**src/design/fnv512_pkg.sv**
```systemverilog
// Shared types, constants and hash step functions for the 512-bit FNV core.
package fnv512_pkg;

	localparam int HASH_W = 512;
	localparam int WORD_W = 64;
	localparam int WORDS = HASH_W / WORD_W;
	localparam int IDX_W = $clog2(WORDS);
	localparam int PADDR_W = 3;
	localparam int PDATA_W = 32;

	localparam logic [8:0] PRIME_LOW = 9'h157;
	localparam int PRIME_SHIFT = 344;

	localparam logic [HASH_W-1:0] OFFSET_BASIS = {
		64'hB86DB0B1171F4416, 64'hDCA1E50F309990AC,
		64'hAC87D059C9000000, 64'h0000000000000D21,
		64'hE948F68A34C192F6, 64'h2EA79BC942DBE7CE,
		64'h182036415F56E34B, 64'hAC982AAC4AFE9FD9
	};

	typedef enum logic [1:0] {
		OP_ABSORB        = 2'd0,
		OP_ABSORB_FINISH = 2'd1,
		OP_FINISH        = 2'd2,
		OP_NONE          = 2'd3
	} op_e;

	typedef enum logic [1:0] {
		VAR_FNV0  = 2'd0,
		VAR_FNV1  = 2'd1,
		VAR_FNV1A = 2'd2,
		VAR_ALT1A = 2'd3
	} variant_e;

	localparam logic [PADDR_W-1:0] REG_HASH_VARIANT = 3'd0;

	typedef struct packed {
		logic [1:0] operation;
		logic [7:0] data_byte;
	} cmd_item_t;

	typedef struct packed {
		logic [WORD_W-1:0] digest_word;
		logic [IDX_W-1:0]  word_index;
		logic              last_word;
	} res_item_t;

	// classified work item passed from front to back
	typedef struct packed {
		logic       absorb;
		logic       finish;
		logic [7:0] data_byte;
	} work_t;

	typedef struct packed {
		logic       reload;
		logic [1:0] variant;
	} cfg_t;

	function automatic logic [HASH_W-1:0] start_value(input logic [1:0] variant);
		return (variant == VAR_FNV0) ? '0 : OFFSET_BASIS;
	endfunction

	// h * (2^344 + 0x157) mod 2^512
	function automatic logic [HASH_W-1:0] mul_prime(input logic [HASH_W-1:0] h);
		logic [HASH_W-1:0] acc;
		acc = h << PRIME_SHIFT;
		// low part of the prime is sparse: one shifted add per set bit
		for (int i = 0; i < $bits(PRIME_LOW); i++)
			if (PRIME_LOW[i])
				acc = acc + (h << i);
		return acc;
	endfunction

	function automatic logic [HASH_W-1:0] absorb_byte(input logic [HASH_W-1:0] h,
			input logic [7:0] b, input logic [1:0] variant);
		logic [HASH_W-1:0] bx;
		bx = {{(HASH_W-8){1'b0}}, b};
		if (variant == VAR_FNV0 || variant == VAR_FNV1)
			return mul_prime(h) ^ bx;
		else
			return mul_prime(h ^ bx);
	endfunction

endpackage

```
**src/design/fnv512_front.sv**
```systemverilog
// Front end: decodes incoming items and queues them for the hash engine.
module fnv512_front
	import fnv512_pkg::*;
(
	input  logic      clk,
	input  logic      arst_n,
	input  logic      cmd_valid,
	output logic      cmd_stall,
	input  cmd_item_t cmd,
	output logic      q_valid,
	output work_t     q_head,
	input  logic      q_pop
);

	work_t      fifo_q [2];
	logic       wr_ptr_q;
	logic       rd_ptr_q;
	logic [1:0] count_q;
	work_t      dec;
	logic       push;
	logic       take;

	always_comb begin
		dec.absorb = (cmd.operation == OP_ABSORB) || (cmd.operation == OP_ABSORB_FINISH);
		dec.finish = (cmd.operation == OP_ABSORB_FINISH) || (cmd.operation == OP_FINISH);
		dec.data_byte = cmd.data_byte;
	end

	assign cmd_stall = (count_q == 2'd2);
	assign take = cmd_valid && !cmd_stall;
	// code three is dropped here: no state change, no result
	assign push = take && (dec.absorb || dec.finish);
	assign q_valid = (count_q != 2'd0);
	assign q_head = fifo_q[rd_ptr_q];

	always_ff @(posedge clk) begin
		if (push)
			fifo_q[wr_ptr_q] <= dec;
	end

	always_ff @(posedge clk or negedge arst_n) begin
		if (!arst_n) begin
			wr_ptr_q <= 1'b0;
			rd_ptr_q <= 1'b0;
			count_q <= 2'd0;
		end else begin
			if (push)
				wr_ptr_q <= ~wr_ptr_q;
			if (q_pop)
				rd_ptr_q <= ~rd_ptr_q;
			if (push && !q_pop)
				count_q <= count_q + 2'd1;
			else if (!push && q_pop)
				count_q <= count_q - 2'd1;
		end
	end

endmodule

```
**config.mk**
```make
export PLATFORM = sky130hd
export DESIGN_NAME = fnv512_front
export DESIGN_NICKNAME = d
export VERILOG_FILES = /design/src/design/fnv512_pkg.sv /design/src/design/fnv512_front.sv
export SDC_FILE = /design/constraint.sdc
export NUM_CORES = 1
export LEC_CHECK = 0
export ABC_AREA = 1
export BUFFER_PORTS_ARGS = -buffer_cell sky130_fd_sc_hd__buf_4
export CAP_MARGIN = 20
export CORE_AREA = 5 5 52 54
export CTS_CLUSTER_DIAMETER = 150
export DETAILED_ROUTE_END_ITERATION = 10
export DIE_AREA = 0 0 57 59
export HOLD_SLACK_MARGIN = 0.12
export PLACE_DENSITY_LB_ADDON = 0.05
export SYNTH_ARGS = -nofsm -noshare
export SYNTH_HDL_FRONTEND = slang
export SYNTH_SLANG_ARGS = --single-unit
```
**constraint.sdc**
```tcl
create_clock -name clk -period 1.97 [get_ports clk]
set_input_delay 0.0985 -clock clk [delete_from_list [all_inputs] [get_ports clk]]
set_output_delay 0.0985 -clock clk [all_outputs]
set_load 0.03 [all_outputs]
```
==> impl_results.md <==
- Commonest non-fill, non-tap cell in the layout: buf_4
- Layout cells sized above 1: 41.28%
- Via count: 624
- Leak pwr: 0.6359 nW
- Core area: 0.002170 sq mm
- Die Area: 0.003363 sq mm
- Synthesis-to-finish area growth: 34.89%
- Unrepaired setup endpoints after global routing: no
- Post-Route WL: 1.601 mm
- Total track usage: 10.46%
- Post-synthesis cell count: 68
- Max incr delay on CP: 0.76 ns
- Ant. Diodes: 0
- Commonest non-fill, non-tap cells in the layout: buf_4 (26), edfxtp_1 (20), dlygate4sd3_1 (12), mux2_4 (9), inv_1 (9)
- Hold Crit Class: primary input to register
- Number of global-route vias before repair: 610
- Reg2reg path depth: 6
- Pin count of the biggest net entering global routing: 14
- Die W: 57 um
- Pwr per Cell Area: 1238 mW/mm^2
- Post-DRT Antenna Nets: 0
- # setup viols final: 0
- Final Hold Viols: 0
- Critical path arrival: 1.62 ns
- Setup WS post-layout: 0.2485 ns
- Worst Path Required: 1.87 ns
- Pre-CTS setup slack: 0.5366 ns
- Period utilization: 87.38%
- GP Congestion: 0.6844
- Max Root-Sink Buffers: 2
- Max Slew Vio Count: 0
- Wire per inst: 11.69 um
- Max cap viols: 0
- Final TNS setup: 0 ns
- Cell variety after synth: 17
- Storage cell area: 700.7 sq um
- Worst hold path depth: 3
- Initial antenna violation count: 0
- Top Ports: 26
- Area of the multi-input gates: 294.0 sq um
- Slew headroom: 58.83%
- DRC violation total after the first TritonRoute iteration: 9
- Gr ovfl total: 0
- Min Clock Period, post-route: 1.721 ns
- CTS Buf Count: 3
- Initial Utilization: 48.27%
- Via density per instance: 4.555
- Final Skew: 0.004537 ns
- First-pass DRT Iterations: 4
- Crit Path Category: register to output port
- Status: finished clean
- Root buffer cell: clkbuf_4
- Clk Latency, worst-skew pair: 0.30 ns
- Worst-path fanout max: 11
- Post-CTS sizing: 0
- # H-tree levels: 1
- Synth Register Bits: 24
- Synth Net Count: 86
- Critical path endpoint category: output port
- Warnings from Yosys: 0
- DP HPWL: 1.086 mm
- CP Launch Type: register
- DRC Markers: 0
- Hold_buf cts: 12
- Final non-filler cell area: 0.001413 sq mm
- Area of the mapped netlist: 0.001047 sq mm
- Worst VDD drop: 859.7 uV
- Register area share after synthesis: 66.91%
- Reg clk slew, reported paths: 0.12 ns
- Fmax: 580.9 MHz
- Synthesized area per cell: 15.40 sq um
- Std-Cell Rows: 17
- Post-DP Area: 0.001266 sq mm
- CTS tree: built
- Crit-path slowest cell: dfrtp_1
- Height of the die: 59 um
- Worst Max-Slew Pin Slew: 0.6175 ns
- Filler Cells Inserted: 179
- Cell Chain, Critical Path: mux2_2, buf_4
- Setup bufs post-CTS: 0
- First-pass GRT wire length: 2.601 mm
- IO buf count: 25
- CTS sink count: 24
- Layout net count: 128
-- final cells by class --
| cell class | count | share of cell area, % |
|---|---|---|
| sequential | 24 | 49.60 |
| timing repair buffer | 38 | 22.32 |
| multi-input combinational | 32 | 20.81 |
| inverter | 11 | 2.923 |
| tap | 28 | 2.480 |
| clock buffer | 3 | 1.594 |
| clock inverter | 1 | 0.2657 |
-- flip-flops by register name (all words and copies together), names as in the netlist --
register	count
count_q	2
fifo_q	20
rd_ptr_q	1
wr_ptr_q	1
-- worst max-delay path: cells and delay by family, from the launching register on --
| family | cells | cell delay [ns] |
|---|---|---|
| DFF | 1 | 0.76 |
| muxes | 1 | 0.40 |
| buffers and inverters | 1 | 0.17 |
-- stage by stage --
stage	cells	power, W	util (%)	hold WS [ns]
after floorplan	68	0.001331	-	-0.1971
after global placement	121	0.001544	58.36	-0.1026
after detailed placement	121	0.001555	58.36	-0.1010
after CTS	137	0.001777	65.11	0.2134
after global routing	137	0.001861	65.11	0.2219
final	137	0.001749	65.11	0.2247
-- power breakdown --
group | internal (W) | total (W) | switching [W]
registers | 0.000677 | 0.000777 | 0.000100
clock network | 0.0000737 | 0.000202 | 0.000128
logic | 0.000364 | 0.000770 | 0.000407
total | 0.00111 | 0.00175 | 0.000635
-- synthesized netlist by cell type --
master,instances,area (sq um)
ha_1,4,50.05
or2_2,1,6.260
mux2_2,1,11.26
edfxtp_1,20,600.6
nand2_2,2,12.51
nand3_1,2,10.01
inv_1,9,33.78
nand2_1,8,30.03
dfrtp_1,4,100.1
inv_2,2,7.510
nor2_1,1,3.750
xor2_1,1,8.760
buf_6,1,11.26
nor2_4,1,11.26
mux2_4,9,135.1
xnor2_1,1,8.760
nand4_1,1,6.260
-- path summary, 6_finish.rpt --
check                      startpoint  slack [ns]           end
setup / recovery             rd_ptr_q        0.25     q_head[4]
hold / removal                 cmd[8]        0.22  fifo_q[0][9]
setup reg to reg           count_q[0]        0.57  fifo_q[0][3]
hold reg to reg              wr_ptr_q        0.51      wr_ptr_q
max in group asynchronous      arst_n        1.08      rd_ptr_q
min in group asynchronous      arst_n        0.72    count_q[0]
-- per-layer routing --
metal  wire [um]  global-route usage, %  vias up
li1            -                      -      315
met5           0                      0        -
met2         860                  18.76       18
met3          95                  1.525        2
met4          27                  6.954        0
met1         617                  11.47      289
-- cell families after synthesis --
| kind of cell | share of synthesized area [%] |
|---|---|
| mux | 13.98 |
| buf+inv | 5.018 |
| flops | 66.91 |
| simple gates | 7.647 |
| fa+ha+maj | 4.779 |
| xor+xnor | 1.673 |
Power figures use the tool's default switching activity.
